===== src/rtl/itehist_pkg.sv =====
`timescale 1ns / 1ps
`default_nettype none

package itehist_pkg;

   // bin counter, saturating
   localparam int CNT_W = 11;
   localparam logic [CNT_W-1:0] CNT_MAX = '1;

   // result field widths
   localparam int ENERGY_W = 6;
   localparam int FIELD_W  = 5;
   localparam int WEIGHT_W = 6;
   localparam logic [WEIGHT_W-1:0] WEIGHT_MAX = '1;
   localparam int RSP_DATA_W = 24;

   // request field widths that do not follow the row width
   localparam int ROT_W   = 4;
   localparam int DIV_W   = 6;
   localparam int WIDTH_W = 5;
   localparam int POP_W   = 32;

   // csr port
   localparam int CSR_IDX_W  = 2;
   localparam int CSR_DATA_W = 5;

   typedef enum logic [CSR_IDX_W-1:0] {
      CSR_ROW_WIDTH  = 2'd0,
      CSR_CYCLIC     = 2'd1,
      CSR_FIELD_MODE = 2'd2
   } csr_index_type;

   typedef enum logic [2:0] {
      BACK_IDLE,
      BACK_WALK,
      BACK_DRAIN,
      BACK_SCAN,
      BACK_READ,
      BACK_DIV,
      BACK_EMIT
   } back_state_type;

   // per-item control fields worked out by the front end
   typedef struct packed {
      logic                row_not_mirror;
      logic                col_not_mirror;
      logic [ROT_W-1:0]    row_rotations;
      logic [ROT_W-1:0]    col_rotations;
      logic [ENERGY_W-1:0] h_energy;
      logic [FIELD_W-1:0]  field_index;
      logic [DIV_W-1:0]    divisor;
   } desc_ctl_type;

   typedef struct packed {
      logic                last;
      logic [WEIGHT_W-1:0] weight;
      logic [FIELD_W-1:0]  field_index;
      logic [ENERGY_W-1:0] energy_index;
   } rsp_item_type;

   // nibble counts first, then eight narrow adds
   function automatic logic [ENERGY_W-1:0] popcount(input logic [POP_W-1:0] v);
      logic [ENERGY_W-1:0] c;
      logic [2:0]          nib;
      c = '0;
      for (int i = 0; i < POP_W / 4; i++) begin
         nib = 3'(v[4*i]) + 3'(v[4*i+1]) + 3'(v[4*i+2]) + 3'(v[4*i+3]);
         c = c + ENERGY_W'(nib);
      end
      return c;
   endfunction

endpackage

`default_nettype wire


===== src/rtl/itehist_front.sv =====
`timescale 1ns / 1ps
`default_nettype none

module itehist_front #(
   parameter int MAX_WIDTH = 16,
   parameter int REQ_W     = 48,
   parameter int DESC_W    = 2 * MAX_WIDTH + $bits(itehist_pkg::desc_ctl_type)
) (
   input  wire logic                                 req_tvalid,
   output logic                                      req_tready,
   input  wire logic [REQ_W-1:0]                     req_tdata,
   input  wire logic [itehist_pkg::WIDTH_W-1:0]      n_eff,
   input  wire logic [MAX_WIDTH-1:0]                 spin_mask,
   input  wire logic                                 cyclic,
   input  wire logic                                 field_mode,
   input  wire logic                                 q_full,
   output logic                                      q_push,
   output logic [DESC_W-1:0]                         q_push_data
);

   localparam int MW = MAX_WIDTH;

   logic [MW-1:0]                      row;
   logic [MW-1:0]                      col;
   logic [MW-1:0]                      row_top;
   logic [MW-1:0]                      row_rot;
   logic [MW-1:0]                      bond_diff;
   logic [itehist_pkg::ENERGY_W-1:0]   row_pop;
   logic [itehist_pkg::DIV_W-1:0]      col_order;
   itehist_pkg::desc_ctl_type          ctl;

   assign req_tready = !q_full;
   assign q_push     = req_tvalid && !q_full;

   always_comb begin
      row = req_tdata[MW-1:0] & spin_mask;
      col = req_tdata[2*MW-1:MW] & spin_mask;

      ctl.row_not_mirror = req_tdata[2*MW];
      ctl.col_not_mirror = req_tdata[2*MW+1];
      ctl.row_rotations  = req_tdata[2*MW+2 +: itehist_pkg::ROT_W];
      ctl.col_rotations  = req_tdata[2*MW+2+itehist_pkg::ROT_W +: itehist_pkg::ROT_W];

      // horizontal bonds: row against its left rotation
      row_top   = row >> (n_eff - itehist_pkg::WIDTH_W'(1));
      row_rot   = ({row[MW-2:0], 1'b0} & spin_mask) | MW'(row_top[0]);
      bond_diff = row ^ row_rot;
      if (!cyclic) begin
         bond_diff[0] = 1'b0;
      end
      ctl.h_energy = itehist_pkg::popcount(itehist_pkg::POP_W'(bond_diff));

      row_pop = itehist_pkg::popcount(itehist_pkg::POP_W'(row));
      ctl.field_index = field_mode ? (n_eff - itehist_pkg::FIELD_W'(row_pop)) : '0;

      col_order = itehist_pkg::DIV_W'(ctl.col_rotations) + itehist_pkg::DIV_W'(1);
      if (cyclic) begin
         ctl.divisor = ctl.col_not_mirror ? (col_order << 1) : col_order;
      end else begin
         ctl.divisor = ctl.col_not_mirror ? itehist_pkg::DIV_W'(2) : itehist_pkg::DIV_W'(1);
      end

      q_push_data = {row, col, ctl};
   end

endmodule

`default_nettype wire


===== src/rtl/itehist_queue.sv =====
`timescale 1ns / 1ps
`default_nettype none

module itehist_queue #(
   parameter int DATA_W = 74
) (
   input  wire logic              clock,
   input  wire logic              reset,
   input  wire logic              push,
   input  wire logic [DATA_W-1:0] push_data,
   output logic                   full,
   input  wire logic              pop,
   output logic                   head_valid,
   output logic [DATA_W-1:0]      head_data
);

   // two entries
   logic [DATA_W-1:0] entry_ff [2];
   logic              wr_ptr_ff;
   logic              wr_ptr_in;
   logic              rd_ptr_ff;
   logic              rd_ptr_in;
   logic [1:0]        count_ff;
   logic [1:0]        count_in;

   assign full       = (count_ff == 2'd2);
   assign head_valid = (count_ff != 2'd0);
   assign head_data  = entry_ff[rd_ptr_ff];

   always_comb begin
      wr_ptr_in = push ? ~wr_ptr_ff : wr_ptr_ff;
      rd_ptr_in = pop ? ~rd_ptr_ff : rd_ptr_ff;
      count_in  = count_ff + 2'(push) - 2'(pop);
   end

   always_ff @(posedge clock) begin
      if (reset) begin
         wr_ptr_ff <= 1'b0;
         rd_ptr_ff <= 1'b0;
         count_ff  <= 2'd0;
      end else begin
         wr_ptr_ff <= wr_ptr_in;
         rd_ptr_ff <= rd_ptr_in;
         count_ff  <= count_in;
      end
   end

   always_ff @(posedge clock) begin
      if (push) begin
         entry_ff[wr_ptr_ff] <= push_data;
      end
   end

endmodule

`default_nettype wire


===== src/rtl/itehist_div.sv =====
`timescale 1ns / 1ps
`default_nettype none

module itehist_div (
   input  wire logic                             clock,
   input  wire logic                             reset,
   input  wire logic                             start,
   input  wire logic [itehist_pkg::CNT_W-1:0]    dividend,
   input  wire logic [itehist_pkg::DIV_W-1:0]    divisor,
   output logic                                  busy,
   output logic [itehist_pkg::CNT_W-1:0]         quotient
);

   localparam int CW     = itehist_pkg::CNT_W;
   localparam int DW     = itehist_pkg::DIV_W;
   localparam int STEP_W = $clog2(CW + 1);

   logic              busy_ff;
   logic              busy_in;
   logic [STEP_W-1:0] step_ff;
   logic [STEP_W-1:0] step_in;
   logic [CW-1:0]     quot_ff;
   logic [CW-1:0]     quot_in;
   logic [DW:0]       rem_ff;
   logic [DW:0]       rem_in;
   logic [DW-1:0]     dsor_ff;
   logic [DW-1:0]     dsor_in;
   logic [DW:0]       rem_sh;
   logic              fits;

   assign busy     = busy_ff;
   assign quotient = quot_ff;

   // restoring division, one quotient bit a cycle
   always_comb begin
      rem_sh  = {rem_ff[DW-1:0], quot_ff[CW-1]};
      fits    = (rem_sh >= {1'b0, dsor_ff});
      busy_in = busy_ff;
      step_in = step_ff;
      quot_in = quot_ff;
      rem_in  = rem_ff;
      dsor_in = dsor_ff;
      if (start) begin
         busy_in = 1'b1;
         step_in = '0;
         quot_in = dividend;
         rem_in  = '0;
         dsor_in = divisor;
      end else if (busy_ff) begin
         rem_in  = fits ? (rem_sh - {1'b0, dsor_ff}) : rem_sh;
         quot_in = {quot_ff[CW-2:0], fits};
         step_in = step_ff + STEP_W'(1);
         if (step_ff == STEP_W'(CW - 1)) begin
            busy_in = 1'b0;
         end
      end
   end

   always_ff @(posedge clock) begin
      if (reset) begin
         busy_ff <= 1'b0;
      end else begin
         busy_ff <= busy_in;
      end
   end

   always_ff @(posedge clock) begin
      step_ff <= step_in;
      quot_ff <= quot_in;
      rem_ff  <= rem_in;
      dsor_ff <= dsor_in;
   end

endmodule

`default_nettype wire


===== src/rtl/itehist_back.sv =====
`timescale 1ns / 1ps
`default_nettype none

module itehist_back #(
   parameter int MAX_WIDTH = 16,
   parameter int DESC_W    = 2 * MAX_WIDTH + $bits(itehist_pkg::desc_ctl_type)
) (
   input  wire logic                             clock,
   input  wire logic                             reset,
   input  wire logic [itehist_pkg::WIDTH_W-1:0]  n_eff,
   input  wire logic [MAX_WIDTH-1:0]             spin_mask,
   input  wire logic                             cyclic,
   input  wire logic                             head_valid,
   input  wire logic [DESC_W-1:0]                head_data,
   output logic                                  pop,
   output logic                                  rsp_valid,
   input  wire logic                             rsp_ready,
   output itehist_pkg::rsp_item_type             rsp_item
);

   localparam int MW       = MAX_WIDTH;
   localparam int NUM_BINS = 2 * MAX_WIDTH + 1;
   localparam int BIN_W    = $clog2(NUM_BINS);
   localparam int CTL_W    = $bits(itehist_pkg::desc_ctl_type);
   localparam int CW       = itehist_pkg::CNT_W;
   localparam int WIDTH_W  = itehist_pkg::WIDTH_W;
   localparam int ROT_W    = itehist_pkg::ROT_W;
   localparam logic [BIN_W-1:0] LAST_BIN = BIN_W'(NUM_BINS - 1);

   function automatic logic [MW-1:0] rotl(input logic [MW-1:0] v,
                                          input logic [WIDTH_W-1:0] n,
                                          input logic [MW-1:0] m);
      logic [MW-1:0] top;
      top = v >> (n - WIDTH_W'(1));
      return ({v[MW-2:0], 1'b0} & m) | MW'(top[0]);
   endfunction

   function automatic logic [MW-1:0] mirror(input logic [MW-1:0] v,
                                            input logic [WIDTH_W-1:0] n);
      logic [MW-1:0] rev;
      for (int i = 0; i < MW; i++) begin
         rev[i] = v[MW-1-i];
      end
      return rev >> (WIDTH_W'(MW) - n);
   endfunction

   itehist_pkg::desc_ctl_type   ctl;
   logic [MW-1:0]               head_row;
   logic [MW-1:0]               head_col;

   itehist_pkg::back_state_type state_ff;
   itehist_pkg::back_state_type state_in;

   // orbit walker
   logic [MW-1:0]    nn_ff;
   logic [MW-1:0]    nn_in;
   logic [MW-1:0]    mm_ff;
   logic [MW-1:0]    mm_in;
   logic             p_ff;
   logic             p_in;
   logic             q_ff;
   logic             q_in;
   logic [ROT_W-1:0] r_ff;
   logic [ROT_W-1:0] r_in;
   logic [ROT_W-1:0] s_ff;
   logic [ROT_W-1:0] s_in;
   logic [MW-1:0]    nn_rot;
   logic [MW-1:0]    mm_rot;
   logic             walk_done;
   logic [itehist_pkg::ENERGY_W-1:0] visit_sum;

   // bin counters: memory plus valid bits
   logic [CW-1:0]       count_mem [NUM_BINS];
   logic [CW-1:0]       rd_data_ff;
   logic [BIN_W-1:0]    rd_addr;
   logic [NUM_BINS-1:0] bin_valid_ff;
   logic [NUM_BINS-1:0] bin_valid_in;
   logic                s1_valid_ff;
   logic                s1_valid_in;
   logic [BIN_W-1:0]    s1_idx_ff;
   logic [BIN_W-1:0]    s1_idx_in;
   logic                wr_valid_ff;
   logic [BIN_W-1:0]    wr_idx_ff;
   logic [CW-1:0]       wr_data_ff;
   logic [CW-1:0]       old_cnt;
   logic [CW-1:0]       new_cnt;

   // scan and emit
   logic [BIN_W-1:0]    bin_ff;
   logic [BIN_W-1:0]    bin_in;
   logic [NUM_BINS-1:0] clear_mask;
   logic                clear_bin;
   logic                none_left;
   logic                div_start;
   logic                div_busy;
   logic [CW-1:0]       div_quot;
   logic                load_rsp;
   logic                rsp_valid_ff;
   logic                rsp_valid_in;
   itehist_pkg::rsp_item_type rsp_item_ff;
   itehist_pkg::rsp_item_type rsp_item_in;

   assign ctl      = itehist_pkg::desc_ctl_type'(head_data[CTL_W-1:0]);
   assign head_col = head_data[CTL_W +: MW];
   assign head_row = head_data[CTL_W+MW +: MW];

   assign rsp_valid = rsp_valid_ff;
   assign rsp_item  = rsp_item_ff;

   itehist_div u_div (
      .clock    (clock),
      .reset    (reset),
      .start    (div_start),
      .dividend (rd_data_ff),
      .divisor  (ctl.divisor),
      .busy     (div_busy),
      .quotient (div_quot)
   );

   // next position on the orbit
   always_comb begin
      nn_rot    = rotl(nn_ff, n_eff, spin_mask);
      mm_rot    = rotl(mm_ff, n_eff, spin_mask);
      visit_sum = itehist_pkg::popcount(itehist_pkg::POP_W'(nn_ff ^ mm_ff)) + ctl.h_energy;
   end

   // count update, forwarding the write of the cycle before
   always_comb begin
      if (wr_valid_ff && (wr_idx_ff == s1_idx_ff)) begin
         old_cnt = wr_data_ff;
      end else if (bin_valid_ff[s1_idx_ff]) begin
         old_cnt = rd_data_ff;
      end else begin
         old_cnt = '0;
      end
      new_cnt = (old_cnt == itehist_pkg::CNT_MAX) ? old_cnt : (old_cnt + CW'(1));
   end

   always_comb begin
      clear_mask = NUM_BINS'(1) << bin_ff;
      none_left  = ((bin_valid_ff & ~clear_mask) == '0);
   end

   always_comb begin
      state_in    = state_ff;
      nn_in       = nn_ff;
      mm_in       = mm_ff;
      p_in        = p_ff;
      q_in        = q_ff;
      r_in        = r_ff;
      s_in        = s_ff;
      walk_done   = 1'b0;
      s1_valid_in = 1'b0;
      s1_idx_in   = visit_sum[BIN_W-1:0];
      rd_addr     = bin_ff;
      bin_in      = bin_ff;
      clear_bin   = 1'b0;
      div_start   = 1'b0;
      load_rsp    = 1'b0;
      pop         = 1'b0;
      rsp_item_in = rsp_item_ff;

      unique case (state_ff)
         itehist_pkg::BACK_IDLE: begin
            if (head_valid) begin
               nn_in    = head_row;
               mm_in    = head_col;
               p_in     = 1'b0;
               q_in     = 1'b0;
               r_in     = '0;
               s_in     = '0;
               state_in = itehist_pkg::BACK_WALK;
            end
         end
         itehist_pkg::BACK_WALK: begin
            s1_valid_in = 1'b1;
            rd_addr     = visit_sum[BIN_W-1:0];
            if (cyclic) begin
               mm_in = mm_rot;
               s_in  = s_ff + ROT_W'(1);
               if (s_ff == ctl.col_rotations) begin
                  s_in  = '0;
                  nn_in = nn_rot;
                  r_in  = r_ff + ROT_W'(1);
                  if (r_ff == ctl.row_rotations) begin
                     r_in  = '0;
                     mm_in = mirror(mm_rot, n_eff);
                     q_in  = ~q_ff;
                     if (q_ff == ctl.col_not_mirror) begin
                        q_in  = 1'b0;
                        nn_in = mirror(nn_rot, n_eff);
                        p_in  = ~p_ff;
                        walk_done = (p_ff == ctl.row_not_mirror);
                     end
                  end
               end
            end else begin
               mm_in = mirror(mm_ff, n_eff);
               q_in  = ~q_ff;
               if (q_ff == ctl.col_not_mirror) begin
                  q_in  = 1'b0;
                  mm_in = head_col;
                  nn_in = mirror(nn_ff, n_eff);
                  p_in  = ~p_ff;
                  walk_done = (p_ff == ctl.row_not_mirror);
               end
            end
            if (walk_done) begin
               state_in = itehist_pkg::BACK_DRAIN;
            end
         end
         itehist_pkg::BACK_DRAIN: begin
            // last count write lands this cycle
            bin_in   = '0;
            state_in = itehist_pkg::BACK_SCAN;
         end
         itehist_pkg::BACK_SCAN: begin
            if (bin_valid_ff[bin_ff]) begin
               state_in = itehist_pkg::BACK_READ;
            end else if (bin_ff == LAST_BIN) begin
               pop      = 1'b1;
               state_in = itehist_pkg::BACK_IDLE;
            end else begin
               bin_in = bin_ff + BIN_W'(1);
            end
         end
         itehist_pkg::BACK_READ: begin
            div_start = 1'b1;
            state_in  = itehist_pkg::BACK_DIV;
         end
         itehist_pkg::BACK_DIV: begin
            if (!div_busy) begin
               state_in = itehist_pkg::BACK_EMIT;
            end
         end
         itehist_pkg::BACK_EMIT: begin
            if (!rsp_valid_ff || rsp_ready) begin
               load_rsp                 = 1'b1;
               clear_bin                = 1'b1;
               rsp_item_in.energy_index = itehist_pkg::ENERGY_W'(bin_ff);
               rsp_item_in.field_index  = ctl.field_index;
               rsp_item_in.weight       = (div_quot > CW'(itehist_pkg::WEIGHT_MAX))
                                          ? itehist_pkg::WEIGHT_MAX
                                          : div_quot[itehist_pkg::WEIGHT_W-1:0];
               rsp_item_in.last         = none_left;
               if (none_left) begin
                  pop      = 1'b1;
                  state_in = itehist_pkg::BACK_IDLE;
               end else begin
                  bin_in   = bin_ff + BIN_W'(1);
                  state_in = itehist_pkg::BACK_SCAN;
               end
            end
         end
         default: begin
            state_in = itehist_pkg::BACK_IDLE;
         end
      endcase
   end

   always_comb begin
      bin_valid_in = bin_valid_ff;
      if (s1_valid_ff) begin
         bin_valid_in = bin_valid_in | (NUM_BINS'(1) << s1_idx_ff);
      end
      if (clear_bin) begin
         bin_valid_in = bin_valid_in & ~clear_mask;
      end
      rsp_valid_in = (rsp_valid_ff && !rsp_ready) || load_rsp;
   end

   always_ff @(posedge clock) begin
      if (reset) begin
         state_ff     <= itehist_pkg::BACK_IDLE;
         s1_valid_ff  <= 1'b0;
         wr_valid_ff  <= 1'b0;
         bin_valid_ff <= '0;
         rsp_valid_ff <= 1'b0;
      end else begin
         state_ff     <= state_in;
         s1_valid_ff  <= s1_valid_in;
         wr_valid_ff  <= s1_valid_ff;
         bin_valid_ff <= bin_valid_in;
         rsp_valid_ff <= rsp_valid_in;
      end
   end

   always_ff @(posedge clock) begin
      nn_ff       <= nn_in;
      mm_ff       <= mm_in;
      p_ff        <= p_in;
      q_ff        <= q_in;
      r_ff        <= r_in;
      s_ff        <= s_in;
      s1_idx_ff   <= s1_idx_in;
      wr_idx_ff   <= s1_idx_ff;
      wr_data_ff  <= new_cnt;
      bin_ff      <= bin_in;
      rsp_item_ff <= rsp_item_in;
   end

   // bin count memory, one write and one registered read a cycle
   always_ff @(posedge clock) begin
      if (s1_valid_ff) begin
         count_mem[s1_idx_ff] <= new_cnt;
      end
      rd_data_ff <= count_mem[rd_addr];
   end

endmodule

`default_nettype wire


===== src/rtl/ising_transfer_element_histogram.sv =====
// per item: an orbit walk of V visits (V = (1+rnm)(1+cnm) in free mode,
//   times (row_rotations+1)(col_rotations+1) in cyclic mode), a scan of the bins, and a
//   serial divide and emit per nonzero bin; the walk is bounded by the one-visit-a-cycle bin
//   memory port; one item is finished before the next starts, up to two items wait in queue
// reset: synchronous, clears config to row_width 4, free boundary, no field index, and
//   clears all bin valid bits at once (no memory sweep)
`timescale 1ns / 1ps
`default_nettype none

module ising_transfer_element_histogram #(
   parameter int MAX_WIDTH = 16,
   localparam int REQ_W    = ((2 * MAX_WIDTH + 10 + 7) / 8) * 8
) (
   input  wire logic                                   clock,
   input  wire logic                                   reset,

   // request item
   input  wire logic                                   req_tvalid,
   output logic                                        req_tready,
   // row_spins, col_spins, row_not_mirror, col_not_mirror, row_rotations,
   // col_rotations, zero pad
   input  wire logic [REQ_W-1:0]                       req_tdata,

   // result item
   output logic                                        rsp_tvalid,
   input  wire logic                                   rsp_tready,
   // energy_index, field_index, weight, zero pad
   output logic [itehist_pkg::RSP_DATA_W-1:0]          rsp_tdata,
   output logic                                        rsp_tlast,

   // configuration writes
   input  wire logic                                   csr_valid,
   output logic                                        csr_ready,
   input  wire logic [itehist_pkg::CSR_IDX_W-1:0]      csr_index,
   input  wire logic [itehist_pkg::CSR_DATA_W-1:0]     csr_wdata
);

   localparam int DESC_W  = 2 * MAX_WIDTH + $bits(itehist_pkg::desc_ctl_type);
   localparam int WIDTH_W = itehist_pkg::WIDTH_W;

   // config registers
   logic [WIDTH_W-1:0]   row_width_ff;
   logic [WIDTH_W-1:0]   row_width_in;
   logic                 cyclic_ff;
   logic                 cyclic_in;
   logic                 field_mode_ff;
   logic                 field_mode_in;

   // row width clamped into 1..MAX_WIDTH and its bit mask
   logic [WIDTH_W-1:0]   n_eff;
   logic [MAX_WIDTH-1:0] spin_mask;

   // front to queue to back
   logic                 q_full;
   logic                 q_push;
   logic [DESC_W-1:0]    q_push_data;
   logic                 q_pop;
   logic                 q_head_valid;
   logic [DESC_W-1:0]    q_head_data;

   itehist_pkg::rsp_item_type rsp_item;

   // config writes always taken
   assign csr_ready = 1'b1;

   always_comb begin
      row_width_in  = row_width_ff;
      cyclic_in     = cyclic_ff;
      field_mode_in = field_mode_ff;
      if (csr_valid) begin
         unique case (csr_index)
            itehist_pkg::CSR_ROW_WIDTH:  row_width_in  = csr_wdata[WIDTH_W-1:0];
            itehist_pkg::CSR_CYCLIC:     cyclic_in     = csr_wdata[0];
            itehist_pkg::CSR_FIELD_MODE: field_mode_in = csr_wdata[0];
            default: begin
               // unmapped index, write dropped
            end
         endcase
      end
   end

   always_ff @(posedge clock) begin
      if (reset) begin
         row_width_ff  <= WIDTH_W'(4);
         cyclic_ff     <= 1'b0;
         field_mode_ff <= 1'b0;
      end else begin
         row_width_ff  <= row_width_in;
         cyclic_ff     <= cyclic_in;
         field_mode_ff <= field_mode_in;
      end
   end

   // zero width acts as one, anything above the maximum as the maximum
   always_comb begin
      if (row_width_ff == '0) begin
         n_eff = WIDTH_W'(1);
      end else if (row_width_ff > WIDTH_W'(MAX_WIDTH)) begin
         n_eff = WIDTH_W'(MAX_WIDTH);
      end else begin
         n_eff = row_width_ff;
      end
      for (int i = 0; i < MAX_WIDTH; i++) begin
         spin_mask[i] = (WIDTH_W'(i) < n_eff);
      end
   end

   // front end: masks spins, works out bond energy, field index and divisor
   itehist_front #(
      .MAX_WIDTH (MAX_WIDTH),
      .REQ_W     (REQ_W),
      .DESC_W    (DESC_W)
   ) u_front (
      .req_tvalid  (req_tvalid),
      .req_tready  (req_tready),
      .req_tdata   (req_tdata),
      .n_eff       (n_eff),
      .spin_mask   (spin_mask),
      .cyclic      (cyclic_ff),
      .field_mode  (field_mode_ff),
      .q_full      (q_full),
      .q_push      (q_push),
      .q_push_data (q_push_data)
   );

   // two-entry queue decouples intake from the orbit walk
   itehist_queue #(
      .DATA_W (DESC_W)
   ) u_queue (
      .clock      (clock),
      .reset      (reset),
      .push       (q_push),
      .push_data  (q_push_data),
      .full       (q_full),
      .pop        (q_pop),
      .head_valid (q_head_valid),
      .head_data  (q_head_data)
   );

   // back end: orbit walk into bin memory, then scan, divide and emit
   itehist_back #(
      .MAX_WIDTH (MAX_WIDTH),
      .DESC_W    (DESC_W)
   ) u_back (
      .clock      (clock),
      .reset      (reset),
      .n_eff      (n_eff),
      .spin_mask  (spin_mask),
      .cyclic     (cyclic_ff),
      .head_valid (q_head_valid),
      .head_data  (q_head_data),
      .pop        (q_pop),
      .rsp_valid  (rsp_tvalid),
      .rsp_ready  (rsp_tready),
      .rsp_item   (rsp_item)
   );

   assign rsp_tdata = itehist_pkg::RSP_DATA_W'({rsp_item.weight, rsp_item.field_index,
                                               rsp_item.energy_index});
   assign rsp_tlast = rsp_item.last;

endmodule

`default_nettype wire


===== config.mk =====
export PLATFORM = sky130hd
export DESIGN_NAME = ising_transfer_element_histogram
export DESIGN_NICKNAME = d
export VERILOG_FILES = /design/src/rtl/itehist_pkg.sv /design/src/rtl/itehist_front.sv /design/src/rtl/itehist_queue.sv /design/src/rtl/itehist_div.sv /design/src/rtl/itehist_back.sv /design/src/rtl/ising_transfer_element_histogram.sv
export SDC_FILE = /design/constraint.sdc
export NUM_CORES = 1
export LEC_CHECK = 0
export BUFFER_PORTS_ARGS = -buffer_cell sky130_fd_sc_hd__buf_2
export CORE_MARGIN = 5
export CORE_UTILIZATION = 40
export CTS_CLUSTER_DIAMETER = 50
export DETAILED_ROUTE_END_ITERATION = 12
export HOLD_SLACK_MARGIN = 0.06
export SETUP_SLACK_MARGIN = 0.2
export SLEW_MARGIN = 5
export SYNTH_ARGS = -nofsm -noshare
export SYNTH_HDL_FRONTEND = slang
export SYNTH_SLANG_ARGS = --single-unit
export TNS_END_PERCENT = 20

===== constraint.sdc =====
create_clock -name clock -period 20.7 [get_ports clock]
set_clock_uncertainty 0.1 [all_clocks]
set_input_delay 2.07 -clock clock [delete_from_list [all_inputs] [get_ports clock]]
set_output_delay 2.07 -clock clock [all_outputs]
set_load 0.05 [all_outputs]

# After elaboration in Yosys (flattened, before gate mapping)
# Memories as Yosys holds them, arrays and structs flattened. A register that Yosys moved wholly into a read port is not among the register bits.
# Cells that the tools add are included.
dict set report word_totals {
  reg_bits 167
  ram_bits 481
  inputBits 60
  mem_count 2
}
dict set report op_classes {
  add_sub_neg 74
  order_cmp 21
  eq_ne 30
  shift 9
  muxes 88
  n_bitwise 18
  reduce_logical 27
}
# memory depth word_bits read_ports rd_clocked_by_memory_dff wr line
set memory_table {}
lappend memory_table {u_back.count_mem 33 11 1 1 1 itehist_back.sv:73} ;# logic [CW-1:0] count_mem [NUM_BINS];
lappend memory_table {u_queue.entry_ff 2 59 1 1 1 itehist_queue.sv:18} ;# logic [DATA_W-1:0] entry_ff [2];
# cell n
set ops {}
lappend ops {{2-to-1 mux 16 bit} 11}
lappend ops {{bitwise AND 16 bit} 5}
lappend ops {{adder 3 x 1 -> 3 bit} 24}
lappend ops {{bitwise AND 33 bit} 2}
lappend ops {{2-to-1 mux 33 bit} 2}
lappend ops {{<< shifter 1 x 6 -> 33 bit, first input constant} 2}
lappend ops {{case mux 16 bit (2 select lines)} 2}
lappend ops {{right shift 16 x 5 -> 16 bit} 4}
lappend ops {{2-to-1 mux 11 bit} 5}
lappend ops {{adder 6 x 3 -> 6 bit} 8}
lappend ops {{2-to-1 mux 6 bit} 8}
lappend ops {{bitwise OR 16 x 1 -> 16 bit} 3}
lappend ops {{right shift 16 x 5 -> 1 bit} 3}
lappend ops {{less-than comparator 4 x 5 -> 1 bit, first input constant} 8}
lappend ops {{2-to-1 mux 1 bit} 34}
lappend ops {{zero test 33 bit} 1}
lappend ops {{inverter 33 bit} 1}
lappend ops {{bitwise OR 33 bit} 1}
lappend ops {{bitwise XOR 16 bit} 2}
lappend ops {{adder 1 x 1 -> 2 bit} 12}
lappend ops {{adder 3 x 1 -> 3 bit, second input constant} 8}
lappend ops {{2-to-1 mux 4 bit} 6}
lappend ops {{case mux 3 bit (7 select lines)} 1}
lappend ops {{less-than comparator 3 x 5 -> 1 bit, first input constant} 4}
lappend ops {{other kinds (55)} 110}

# Logic depth before layout (Yosys ltp)
# Gate-level depths: netlist of the first run.
dict set report logic_depth {
  word_depth 15
  mapped_depth 29
  depth_no_buf 24
}

# Hierarchy
# Synthesis of the first run repeated with hierarchy kept, for this count alone.
dict set report hier_totals {
  hier_cells 2481
  hier_area_um2 33021.7
}
# mod instances cells_each area_per_inst_um2 seq_area_each_um2
set modules_own_cells {}
lappend modules_own_cells {itehist_back 1 1810 24424.7 14343.8}
lappend modules_own_cells {itehist_queue 1 205 4521.8 3643.5}
lappend modules_own_cells {itehist_front 1 263 2052.0 0.0}
lappend modules_own_cells {itehist_div 1 130 1443.9 730.7}
lappend modules_own_cells {ising_transfer_element_histogram 1 73 579.3 140.1}

# Worst setup path before layout of the first run
# OpenSTA, ideal clock, no wires.
dict set report synth_timing {
  kind {reg-to-reg}
  start {reg row_width_ff[2]}
  end {mem u_queue.entry_ff[0][14] (netlist bit), data pin}
  setup_time_ns 0.262
  arrival_time_ns 6.318
  slack_ns 14.020
  stages_incl_launch_ff 29
  n_path_buf 7
  synth_period_minus_slack_ns 6.680
  cell_sequence {dfxtp_1 buf_4 nor3_2 o21ba_1 buf_6 buf_2 clkbuf_1 buf_2 ha_1 buf_2 inv_1 buf_2 mux4_2 o21ai_0 a221oi_1 or3_1 a21boi_0 ha_1 inv_1 fa_1 inv_1 ha_1 inv_1 fa_1 fa_1 inv_1 ha_1 fa_1 xor2_1}
}
dict set report synth_via {
  elab_chain_len 15
}
# item line
set synth_lines {}
lappend synth_lines {{start: declaration} ising_transfer_element_histogram.sv:42} ;# logic [WIDTH_W-1:0] row_width_ff;
lappend synth_lines {{start signal: assignment} ising_transfer_element_histogram.sv:88} ;# row_width_ff <= row_width_in;
lappend synth_lines {{> comparator 5 bit} ising_transfer_element_histogram.sv:98} ;# end else if (row_width_ff > WIDTH_W'(MAX_WIDTH)) begin
lappend synth_lines {{2-to-1 mux 5 bit} ising_transfer_element_histogram.sv:98}
lappend synth_lines {{2-to-1 mux 5 bit (*)} ising_transfer_element_histogram.sv:96} ;# if (row_width_ff == '0) begin
lappend synth_lines {{less-than comparator 1 x 5 -> 1 bit (tied with other cells)} ising_transfer_element_histogram.sv:104} ;# spin_mask[i] = (WIDTH_W'(i) < n_eff);
lappend synth_lines {{bitwise AND 16 bit} itehist_front.sv:36} ;# row = req_tdata[MW-1:0] & spin_mask;
lappend synth_lines {{right shift 16 x 5 -> 1 bit} itehist_front.sv:45} ;# row_top = row >> (n_eff - itehist_pkg::WIDTH_W'(1));
lappend synth_lines {{bitwise OR 16 x 1 -> 16 bit} itehist_front.sv:46} ;# row_rot = ({row[MW-2:0], 1'b0} & spin_mask) | MW'(row_top[0]);
lappend synth_lines {{bitwise XOR 16 bit (*)} itehist_front.sv:47} ;# bond_diff = row ^ row_rot;
lappend synth_lines {{2-to-1 mux 1 bit} itehist_front.sv:48} ;# if (!cyclic) begin
lappend synth_lines {{adder 1 x 1 -> 2 bit} itehist_pkg.sv:67} ;# nib = 3'(v[4*i]) + 3'(v[4*i+1]) + 3'(v[4*i+2]) + 3'(v[4*i+3]);
lappend synth_lines {{adder 3 x 1 -> 3 bit (2 in a row)} itehist_pkg.sv:67}
lappend synth_lines {{adder 3 x 3 -> 4 bit} itehist_pkg.sv:68} ;# c = c + ENERGY_W'(nib);
lappend synth_lines {{adder 6 x 3 -> 6 bit} itehist_pkg.sv:68}
lappend synth_lines {{adder 6 x 3 -> 6 bit (*)} itehist_pkg.sv:68}
lappend synth_lines {{named net q_push_data[14]} ising_transfer_element_histogram.sv:56} ;# logic [DESC_W-1:0] q_push_data;
lappend synth_lines {{end: declaration} itehist_queue.sv:18}
# Mark *: on every way through the listed nets, which the timed path passes. The rest lies on a longest branch.

# Worst setup path in the final report of the first run
dict set report layout_timing {
  start {reg row_width_ff[1]}
  end {mem u_queue.entry_ff[0][14] (netlist bit), data pin}
}
# Same word-level chain as after synthesis.

==> results of run 1 <==
## registers in the layout, summed over array words and instances (netlist names), 3 cells and up, named ones only
register / count
u_back.bin_valid_ff: 33
u_back.u_div.rem_ff: 6
u_back.mm_ff: 16
u_back.u_div.quotient: 11
u_back.u_div.step_ff: 4
u_back.count_mem: 363
u_back.r_ff: 4
u_back.wr_idx_ff: 6
u_back.bin_ff: 6
row_width_ff: 5
u_queue.entry_ff: 116
u_back.u_div.dsor_ff: 6
u_back.rd_data_ff: 11
u_back.state_ff: 3
u_back.s1_idx_ff: 6
u_back.s_ff: 4
u_back.nn_ff: 16
u_back.rsp_item: 18
u_back.wr_data_ff: 11
## cells in the mapped netlist, drive strengths merged, types with 60 or more instances
cell type / instances / area share
a21oi: 76 / 0.012
buf: 60 / 0.010
clkbuf: 98 / 0.011
dfxtp: 96 / 0.059
edfxtp: 562 / 0.52
ha: 71 / 0.027
inv: 108 / 0.012
mux2i: 98 / 0.030
mux4: 120 / 0.083
nand2: 275 / 0.032
nand3: 89 / 0.014
nor2: 212 / 0.025
o21ai: 77 / 0.012
## cell families after synthesis
logic type                 count (synthesis)  share of synthesized area
AOI/OAI and AO/OA                        419                     0.0868
xor gates and xnor gates                  86                     0.0231
adders and majority gates                104                     0.0475
buffers and inverters                    268                     0.0342
DFF                                      658                      0.577
muxes                                    252                      0.125
other                                      2                   0.000230
and+or+nand+nor                          764                      0.107
## per-stage QoR
| step | worst slack, ns | std cells | util | area, um^2 | hold slack [ns] |
|---|---|---|---|---|---|
| floorplan | 14.02 | 2559 | - | 32600 | 0.226 |
| global placement | 13.54 | 3597 | 0.425 | 34300 | 0.344 |
| detailed placement | 13.53 | 3597 | 0.425 | 34300 | 0.359 |
| CTS | 13.52 | 3753 | 0.460 | 37100 | 0.359 |
| global route | 13.19 | 3753 | 0.460 | 37100 | 0.373 |
| finish | 13.45 | 3755 | 0.460 | 37100 | 0.368 |
## final cells by class
cell class                      count  area share
Antenna cell                        2    0.000135
Timing Repair Buffer              136      0.0226
Inverter                          110      0.0111
Clock inverter                     55      0.0158
Multi-Input combinational cell   1633       0.348
Clock buffer                      101      0.0605
Sequential cell                   658       0.506
Tap cell                         1060      0.0357
## worst reg2reg max path, cell delays in order, from the launching register on
cell	delay, ns
sky130_fd_sc_hd__dfxtp_1	0.76
sky130_fd_sc_hd__nand2b_1	0.36
sky130_fd_sc_hd__ha_2	0.48
sky130_fd_sc_hd__inv_1	0.60
sky130_fd_sc_hd__buf_4	0.39
sky130_fd_sc_hd__mux4_2	0.53
sky130_fd_sc_hd__o21ai_0	0.17
sky130_fd_sc_hd__a221oi_1	0.13
sky130_fd_sc_hd__or3_1	0.32
sky130_fd_sc_hd__a21boi_0	0.19
sky130_fd_sc_hd__ha_1	0.26
sky130_fd_sc_hd__inv_1	0.08
sky130_fd_sc_hd__fa_1	0.43
sky130_fd_sc_hd__inv_1	0.07
sky130_fd_sc_hd__ha_1	0.17
sky130_fd_sc_hd__inv_1	0.06
sky130_fd_sc_hd__fa_1	0.46
sky130_fd_sc_hd__fa_1	0.55
sky130_fd_sc_hd__inv_1	0.04
sky130_fd_sc_hd__ha_1	0.21
sky130_fd_sc_hd__fa_1	0.38
sky130_fd_sc_hd__xor2_1	0.29
## metal layers
layer	routed length, um	global-route usage	vias to the layer above
met2	46400	0.364	753
li1	-	-	9723
met4	3730	0.0836	2
met5	13	0	-
met3	5160	0.0337	184
met1	38100	0.273	11000
## final timing paths
kind                                     startpoint                      end  cells after the start  slack, ns
worst max register to register      row_width_ff[1]  u_queue.entry_ff[0][14]                     21      13.45
worst min register to register  u_back.s1_idx_ff[5]      u_back.wr_idx_ff[5]                      0       0.37
worst min-delay path            u_back.s1_idx_ff[5]      u_back.wr_idx_ff[5]                      0       0.37
worst max-delay path                row_width_ff[1]  u_queue.entry_ff[0][14]                     21      13.45
## cell usage in the layout (no fill, tap or decap), types with 59 or more instances in the layout
cell / netlist / final
sky130_fd_sc_hd__a21oi_1: 76 / 73
sky130_fd_sc_hd__buf_2: 21 / 73
sky130_fd_sc_hd__buf_4: 17 / 63
sky130_fd_sc_hd__clkbuf_16: 0 / 85
sky130_fd_sc_hd__dfxtp_1: 96 / 95
sky130_fd_sc_hd__edfxtp_1: 562 / 562
sky130_fd_sc_hd__ha_1: 71 / 70
sky130_fd_sc_hd__inv_1: 108 / 108
sky130_fd_sc_hd__mux2i_1: 98 / 94
sky130_fd_sc_hd__mux4_2: 120 / 120
sky130_fd_sc_hd__nand2_1: 274 / 274
sky130_fd_sc_hd__nand3_1: 89 / 89
sky130_fd_sc_hd__nor2_1: 208 / 195
sky130_fd_sc_hd__o21ai_0: 72 / 71
sky130_fd_sc_hd__o22ai_1: 59 / 59
==> run summary, run 1 <==
The run finished with clean final reports. The transition at the pin with the smallest max-transition slack was 1.32 ns; the initial core utilization was 0.404. Input and output buffers added on the ports amount to 73. The run gives 0.118 as the headroom to the max-slew limit. The number of endpoints failing setup at the final stage came out at 0. The run gives 2553 as the cell count after synthesis. After synthesis the netlist holds a flip-flop and latch count of 658. The top achievable clock speed is 0.138 GHz. In this run the remaining antenna-violating nets after routing total 0. The type of the worst setup path is reg -> reg. The per-cell routed wire length was 24.9 um. For this design the top-level I/O count stands at 88.

After clock tree synthesis, the repair step resized 0 gates. The first-pass iteration count of the detailed router was 5; the async set-or-reset flop fraction in the synthesized netlist was 0. The sum of buffers and inverters on the critical path is 6.

The run gives 93300 um as the aggregate routed wire length. TritonCTS built the clock tree. The number of antenna violations at the first check in global routing was 4; the number of DRC violations after detailed-routing iteration 0 was 1748.

The growth of design area from synthesis to finish is 13.9%. The ratio of final minimum period to clock period was 0.350; the max-slew violation total from the final report was 0. For the worst setup path, the data required time is 21.03 ns.

Wire length of the first global-routing pass: 141000 um. The fraction of final layout cells with drive strength greater than 1 is 0.183. The tools report the number of buffers inserted to repair setup after CTS as 0. The row count was 104. The fill cell total of the finished layout was 7242. The run gives 21700 as the detailed-route via count. The synthesized area per cell was 12.8 um^2. The post-detailed-route via-to-cell ratio was 5.78. The kind of cell with the highest combined delay along the critical path is adder cells. Final critical path time including I/O delays and setup: 7.25 ns. Traced cell by cell, the critical path runs through nand2b_1 > ha_2 > inv_1 > buf_4 > mux4_2 > o21ai_0 > a221oi_1 > or3_1 > a21boi_0 > ha_1 > inv_1 > fa_1 > inv_1 > ha_1 > inv_1 > fa_1 > fa_1 > inv_1 > ha_1 > fa_1 > xor2_1. The clock transition at the registers of the reported paths was 0.06 ns; the total routing resource utilization after global routing was 0.213. The worst setup path is launched from a flip-flop. The run gives 0 as the final number of hold-violating endpoints. On the worst path, the slowest cell contributes a delay of 0.76 ns. In this run the clock root is driven by a sky130_fd_sc_hd__clkbuf_16. The number of levels the H-tree was split into came out at 3. Number of distinct library cell variants in the gate-level netlist after synthesis: 87. At the end of the flow, the number of nets in the layout was 2787. The number of remaining DRC errors is 0. Across the run, the number of max-cap violations was 0. The core area came out at 80700 um^2.

In this run the horizontal extent of the chip is 296 um. The most used flip-flop cell after synthesis is sky130_fd_sc_hd__edfxtp_1. Area of the die: 87300 um^2.

The tools report the placed wire-length estimate as 63700 um. The highest-delay cell along the critical path was sky130_fd_sc_hd__dfxtp_1. The run gives 0 as the warning count from the yosys run. Setup repair after global routing left no endpoint under its margin.

For the number of global-route vias before repair, the log shows 22100. Summing all multi-input logic gate instances after layout gives 12900 um^2. The setup TNS is 0 ns.

Overall die height: 296 um. The path class of the tightest hold or removal check is reg -> reg. The tools report the hold buffer count at CTS as 0. TritonCTS created 84 clock buffers.

The endpoint kind of the worst setup timing path is a flip-flop. Registers take 18800 um^2. The clock net in this run drives a total of 658 sinks. The maximum fanout along the worst path is 17, and the netlist area before placement is 32600 um^2. The clock latency on the worst-skew pair came out at 0.65 ns.

The total overflow left after global routing is 0. The maximum number of pins on one net before global-route repair came out at 55. Number of synthesized flops with an enable pin: 562. The routability congestion estimate from global placement is 0.939.

The logs give 3 for the maximum number of buffers from clock root to sink and 0.577 for the proportion of synthesized chip area in sequential cells. The data arrival time of the critical path was 7.57 ns. Cell occurring most often along the worst timing path: sky130_fd_sc_hd__inv_1.
Power of run 1 is left out: the tool's default activity adds up to more than one toggle a clock period on the data nets, which glitch-free logic cannot reach.
==> inputs of run 2 (changes only) <==
clock period = 5.8 ns   (was 20.7 ns; I/O delays follow)
==> run 2 against run 1 <==
Effect of this change: non-clock buffer count rose by 113; via count is 3.3% higher; register-to-register slack got worse by 13 ns; worst setup slack got worse by 13 ns; critical path depth grew 3; core utilization rose by 1.7 points; wire length increased by 4.3%; largest cell class unchanged.
==> run summary, run 2 (synthesis results as in run 1) <==
The detailed-route via count came out at 22400 (+3.3%). STA classifies the critical path endpoint as a flip-flop. STA classifies the critical path startpoint as a flip-flop.

The number of flip-flops in the largest register was 363 (unchanged). The number of antenna violations at the first check in global routing is 3 (-1), and the worst endpoint required time is 6.27 ns (-14.76 ns). The top cell types in the final layout, fill and taps aside, are 562 x sky130_fd_sc_hd__edfxtp_1, 270 x sky130_fd_sc_hd__nand2_1, 194 x sky130_fd_sc_hd__nor2_1, 141 x sky130_fd_sc_hd__buf_4, 120 x sky130_fd_sc_hd__mux4_2. The overall die height is 296 um (unchanged).

The post-route worst hold slack is 0.100 ns (-0.268 ns), and the number of placed instances with taps included is 3682 (+2.4%). Register with the most flip-flops: u_back.count_mem. The maximum number of pins on one net before global-route repair came out at 66 (+20%). Setup repair after global routing could not meet its margin everywhere.

The post-detailed-route via-to-cell ratio works out to 5.80 (+0.38%). For the number of DRC violations after detailed-routing iteration 0, the log shows 1951 (+12%). The logs give 0.175 ns (-13.28 ns) for the final worst-path setup slack and 0 (unchanged) for the number of endpoints failing setup at the final stage. Depth of the worst register-to-register path: 24 (+14%). Maximum fanout along the worst path: 4 (-13). The logs give 658 (unchanged) for the TritonCTS sink count and 83 (-1.2%) for the number of buffers created by CTS. The data arrival time of the critical path is 6.09 ns (-1.48 ns).

The logs give 67200 um (+5.5%) for the placed wire-length estimate and 0.178 GHz (+29%) for the top achievable clock speed. The tools report the buffer cell driving the clock tree root as sky130_fd_sc_hd__clkbuf_16. The number of I/O port buffers was 73 (unchanged); the depth of the worst hold-timing path was 3 (+3). The run gives 0 (unchanged) as the final number of hold-violating endpoints.

The library cell used most frequently in the layout, excluding fill and tap cells, is sky130_fd_sc_hd__edfxtp_1. The setup TNS was 0 ns (unchanged); the maximum number of buffers from clock root to sink was 3 (unchanged). The first-pass iteration count of the detailed router is 5 (unchanged).

TritonCTS built the clock tree. The logs give 0.943 (+0.46%) for the routability congestion estimate from global placement and 80700 um^2 (unchanged) for the core area. The final instance count without filler cells was 3866 (+3.0%).

The fraction of final layout cells with drive strength greater than 1 is 0.226 (+0.0433), and the total I/O pin count is 88 (unchanged). Number of global-route vias before repair: 22500 (+1.6%). The ratio of final minimum period to clock period was 0.970 (+0.620); the growth of design area from synthesis to finish was 18.2%. The run gives 0.219 (+0.00673) as the total routing resource utilization after global routing.

The run gives 0 (unchanged) as the total of max-cap violations. The aggregate routed wire length came out at 97400 um (+4.3%). The setup slack at placement came out at -0.0427 ns (-13.58 ns). The initial core utilization was 0.404 (unchanged). The startpoint identified for the worst register-to-register timing path is u_back.mm_ff[4].

The largest registers in the layout are u_back.count_mem x363, u_queue.entry_ff x116, u_back.bin_valid_ff x33. The row count came out at 104 (unchanged). The flow ran to the end, and the final reports show no timing, DRC or antenna violations.

The final critical path time including I/O delays and setup works out to 5.63 ns (-1.62 ns). The per-cell routed wire length works out to 25.2 um (+1.3%). The tools report the start point of the critical path as u_back.mm_ff[4]. Number of remaining DRC errors: 0 (unchanged). The number of levels the H-tree was split into is 3 (unchanged). The type of the worst setup path is reg -> reg.

The number of nets with antenna violations after detailed routing is 0 (unchanged), and the wire length of the first global-routing pass is 145000 um (+3.1%). For the clock latency on the worst-skew pair, the log shows 0.67 ns (+0.02 ns). The headroom to the max-slew limit was 0.223 (+0.105). The die extent in x is 296 um (unchanged), and the net count reported at finish is 2899 (+4.0%).

The tools report the max-slew violation total from the final report as 0 (unchanged). The clock transition at the registers of the reported paths came out at 0.06 ns (about the same). The worst hold path begins at csr_wdata[3]. The tools report the area of the die as 87300 um^2 (unchanged). The class of the tightest hold or removal check was in -> reg.

Transition at the pin with the smallest max-transition slack: 1.16 ns (-0.157 ns). For the remaining global-route overflow, the log shows 0 (unchanged).
==> run 2: cell count changes in the layout (fill, tap and decap cells not counted), sizes merged, moves of 4 or more <==
cell         before  now
buf             136  239
bufinv            3    9
inv             122  118
clkinv           35   26
clkbuf          101  106
dlygate4sd3       0    8
==> run 2: per-layer routing <==
metal  global-route usage  vias up  part of all wire
li1                     -     9984                 -
met1                0.283    11400              0.40
met3               0.0291      184             0.061
met4               0.0827        2             0.040
met5                    0        -           0.00021
met2                0.381      872              0.50
==> run 2: through the flow <==
stage / cell area, um^2 / utilization
final: 38500 / 0.478
after global routing: 38500 / 0.478
after CTS: 38300 / 0.475
after detailed placement: 35100 / 0.435
after global placement: 35100 / 0.435
after floorplan: 32700 / -
==> run 2: worst max-delay path, cell delays in order (launching register included) <==
cell and delay, ns:
sky130_fd_sc_hd__edfxtp_1 0.40, sky130_fd_sc_hd__xor2_1 0.19, sky130_fd_sc_hd__ha_1 0.33, sky130_fd_sc_hd__inv_2 0.05
sky130_fd_sc_hd__fa_1 0.40, sky130_fd_sc_hd__inv_1 0.07, sky130_fd_sc_hd__ha_1 0.24, sky130_fd_sc_hd__inv_1 0.11
sky130_fd_sc_hd__fa_2 0.43, sky130_fd_sc_hd__fa_1 0.46, sky130_fd_sc_hd__fa_1 0.50, sky130_fd_sc_hd__inv_1 0.04
sky130_fd_sc_hd__ha_2 0.19, sky130_fd_sc_hd__fa_2 0.37, sky130_fd_sc_hd__xnor2_2 0.16, sky130_fd_sc_hd__buf_4 0.16
sky130_fd_sc_hd__a21oi_4 0.14, sky130_fd_sc_hd__buf_6 0.12, sky130_fd_sc_hd__buf_12 0.10, sky130_fd_sc_hd__bufbuf_16 0.26
sky130_fd_sc_hd__nand2_1 0.06, sky130_fd_sc_hd__a311oi_2 0.27, sky130_fd_sc_hd__buf_4 0.19, sky130_fd_sc_hd__a31oi_1 0.05
sky130_fd_sc_hd__a21oi_1 0.17
==> run 2: cell type report <==
cell class	instances	area, um^2
inverters	110	418
clock inverters	50	694
repair buffers	249	1990
flip-flops and latches	658	18800
fillers	7110	42100
multi-input cells	1633	13100
clock buffers	105	2210
diodes	1	2.50
well taps	1060	1330
==> run 2: path summary, 6_finish.rpt <==
path                                         endpoint  slack (ns)
worst max-delay path            u_back.rd_data_ff[10]        0.17
worst min-delay path                  row_width_ff[3]         0.1
worst max register to register  u_back.rd_data_ff[10]        0.17
worst min register to register              flip-flop        0.37
==> run 2: what timing repair did <==
action / CTS / global route
pin swaps: 17 / 21
hold endpoints to repair: 14 / 0
hold buffers: 8 / 0
resized for setup: 26 / 30
setup endpoints to repair: 17 / 19
buffers inserted: 6 / 11
gates cloned: 3 / 0
Power of run 2 is left out for the same reason.
==> inputs of run 3 (changes only) <==
GPL_TIMING_DRIVEN = 0   (was not set)
MAX_ROUTING_LAYER = met4   (was not set)
==> run 3 against run 2 <==
Effect of this change: the run now ends with setup timing left; cell count grew 1.2%; clock-buffer cell count decreased by 5; wire length increased by 17%; critical path type unchanged; critical endpoint is now u_queue.entry_ff[1][14].
==> run summary, run 3 (synthesis results as in run 1) <==
The logs give 23300 (+3.3%) for the number of global-route vias before repair and 0.404 (unchanged) for the initial core utilization. The register with the most flip-flops in the final layout is u_back.count_mem. The path class of the tightest hold or removal check is in -> reg. The run gives 1.02 (+8.0%) as the routability congestion estimate from global placement. The most common library cell in the layout ignoring fill and taps is sky130_fd_sc_hd__edfxtp_1. The worst setup path is launched from a flip-flop. The run finished, with violations left.

The number of I/O port buffers was 71 (-2.7%). The number of nets with antenna violations after detailed routing is 0 (unchanged). The checks that failed: setup timing. The logs give 1 (-2) for the number of antenna violations at the first check in global routing and 0.64 ns (-0.03 ns) for the clock latency on the worst-skew pair. In the final layout, the registers with the most flip-flops are u_back.count_mem x363, u_queue.entry_ff x116, u_back.bin_valid_ff x33. Net count reported at finish: 2945 (+1.6%).

After detailed routing, no signal wire sits above met4. The transition at the pin with the smallest max-transition slack was 1.31 ns (+0.153 ns); the headroom to the max-slew limit was 0.121 (-0.102). Clock transition at the registers of the reported paths: 0.06 ns (about the same).

TritonCTS built the clock tree. The fill cell total of the finished layout was 7048 (-0.87%); the total of max-cap violations was 0 (unchanged). The number of DRC violations after detailed-routing iteration 0 is 2439 (+25%).

The highest-delay cell along the critical path was sky130_fd_sc_hd__fa_1. The tools report the detailed-route via count as 23100 (+3.0%). The detailed route wirelength on metal3 was 6720 um (+13%); the detailed-route wire length on metal 1 was 46500 um (+21%). Post-detailed-route via-to-cell ratio: 5.90 (+1.8%).

The number of levels the H-tree was split into came out at 3 (unchanged). The number of flip-flops in the largest register is 363 (unchanged), and the number of buffers created by CTS is 83 (unchanged). The final critical path time including I/O delays and setup is 5.93 ns (+0.310 ns).

The run gives 0.103 ns (+0.00276 ns) as the post-route worst hold slack. The top achievable clock speed came out at 0.168 GHz (-5.2%). For the worst endpoint required time, the log shows 6.08 ns (-0.19 ns).

The first-pass iteration count of the detailed router was 6 (+1); the overall die height was 296 um (unchanged). Final number of hold-violating endpoints: 0 (unchanged). Clock tree synthesis selected as its root buffer the cell sky130_fd_sc_hd__clkbuf_16. The aggregate routed wire length is 114000 um (+17%).

The TritonCTS sink count was 658 (unchanged); the placed wire-length estimate was 81700 um (+22%). The ratio of final minimum period to clock period is 1.02 (+0.0534), and the data arrival time of the critical path is 6.21 ns (+0.12 ns). The logs give 0 (unchanged) for the number of remaining DRC errors and 55 (-17%) for the maximum number of pins on one net before global-route repair. Fraction of final layout cells with drive strength greater than 1: 0.243 (+0.0170). The per-cell routed wire length came out at 29.0 um (+15%). The area of the die is 87300 um^2 (unchanged).

Largest incremental delay on the critical path: 0.51 ns (about the same). The library cells used most frequently in the layout, excluding fill and tap cells, are 562 x sky130_fd_sc_hd__edfxtp_1, 259 x sky130_fd_sc_hd__nand2_1, 187 x sky130_fd_sc_hd__nor2_1, 120 x sky130_fd_sc_hd__mux4_2, 96 x sky130_fd_sc_hd__inv_1. The total routing resource utilization after global routing is 0.265 (+0.0454). The type of the worst setup path is reg -> reg. In this design, the critical path's most frequently occurring cell is sky130_fd_sc_hd__buf_12. Die extent in x: 296 um (unchanged).

Setup repair after global routing could not meet its margin everywhere. The row count was 104 (unchanged). STA classifies the critical path endpoint as a flip-flop. Total I/O pin count: 88 (unchanged).

The number of endpoints failing setup at the final stage is 6 (+6), and the max-slew violation total from the final report is 0 (unchanged). Maximum fanout along the worst path: 6 (+2). The maximum number of buffers from clock root to sink was 3 (unchanged); the length of routed met2 wiring was 55700 um (+14%). The run gives 80700 um^2 (unchanged) as the core area. The run gives 0 (unchanged) as the remaining global-route overflow. For the final worst-path setup slack, the log shows -0.135 ns (-0.310 ns). The wire length of the first global-routing pass is 164000 um (+13%).

The growth of design area from synthesis to finish is 20.9%.
run 3: changes by cell type in the layout (fill, tap and decap cells not counted), moves of 9 or more:
cell,previous run,this run
sky130_fd_sc_hd__nand2_1,270,259
sky130_fd_sc_hd__buf_8,1,15
sky130_fd_sc_hd__a311oi_4,0,10
sky130_fd_sc_hd__a31oi_1,38,27
sky130_fd_sc_hd__buf_2,73,90
sky130_fd_sc_hd__clkbuf_1,17,66
sky130_fd_sc_hd__buf_4,141,51
sky130_fd_sc_hd__buf_1,0,13
sky130_fd_sc_hd__clkbuf_4,0,11
sky130_fd_sc_hd__clkbuf_8,5,18
sky130_fd_sc_hd__clkbuf_2,1,11
sky130_fd_sc_hd__and3_4,1,10
run 3: through the flow:
stage | cell area (um^2) | setup slack (ns) | std cells | util | TNS, ns
floorplan | 32700 | -0.113 | 2559 | - | -0.541
global placement | 34400 | -1.91 | 3690 | 0.427 | -149.21
detailed placement | 35000 | -1.99 | 3714 | 0.434 | -38.46
CTS | 39200 | -0.177 | 3908 | 0.486 | -1.00
global route | 39400 | -0.244 | 3912 | 0.489 | -1.82
finish | 39400 | -0.135 | 3913 | 0.489 | -0.724
run 3: path summary, 6_finish.rpt:
| check | from | slack (ns) | to | cells past startpoint |
|---|---|---|---|---|
| max | row_width_ff[2] | -0.13 | u_queue.entry_ff[1][14] | 28 |
| min | csr_wdata[2] | 0.10 | row_width_ff[2] | 3 |
| max reg2reg | row_width_ff[2] | -0.13 | u_queue.entry_ff[1][14] | 28 |
| min reg2reg | u_back.s1_idx_ff[3] | 0.24 | u_back.wr_idx_ff[3] | 0 |
run 3: repair_timing:
item / 4_1_cts / 5_1_grt
hold buffers: 6 / 0
endpoints found under the setup margin: 145 / 194
gates cloned: 2 / 0
resized for setup: 232 / 44
endpoints found under the hold margin: 12 / 0
setup buffers: 33 / 3
pin swaps: 61 / 26
run 3: final cells by class:
class,count,area (um^2),area share
Sequential cell,658,18800,0.477
Buffer,156,1130,0.0286
Inverter,110,438,0.0111
Tap cell,1060,1330,0.0336
Timing Repair Buffer,139,1170,0.0296
Multi-Input combinational cell,1633,13700,0.348
Clock buffer,100,2190,0.0556
Clock inverter,55,647,0.0164
Antenna cell,2,5.00,0.000127
run 3: per-layer routing:
layer / up-vias / GRT usage
met2: 981 / 0.438
met3: 237 / 0.0366
met5: - / -
li1: 10100 / -
met1: 11800 / 0.338
met4: 0 / 0.0935
run 3: worst max-delay path, delay by kind of cell, from the launching register on:
kind / cells / cell delay (ns)
DFF: 1 / 0.32
and+or+nand+nor: 2 / 0.38
buffers and inverters: 12 / 1.15
muxes: 1 / 0.44
adders and majority gates: 8 / 2.51
xor gates and xnor gates: 1 / 0.16
AOI/OAI and AO/OA: 4 / 0.61
Power of run 3 is left out for the same reason.
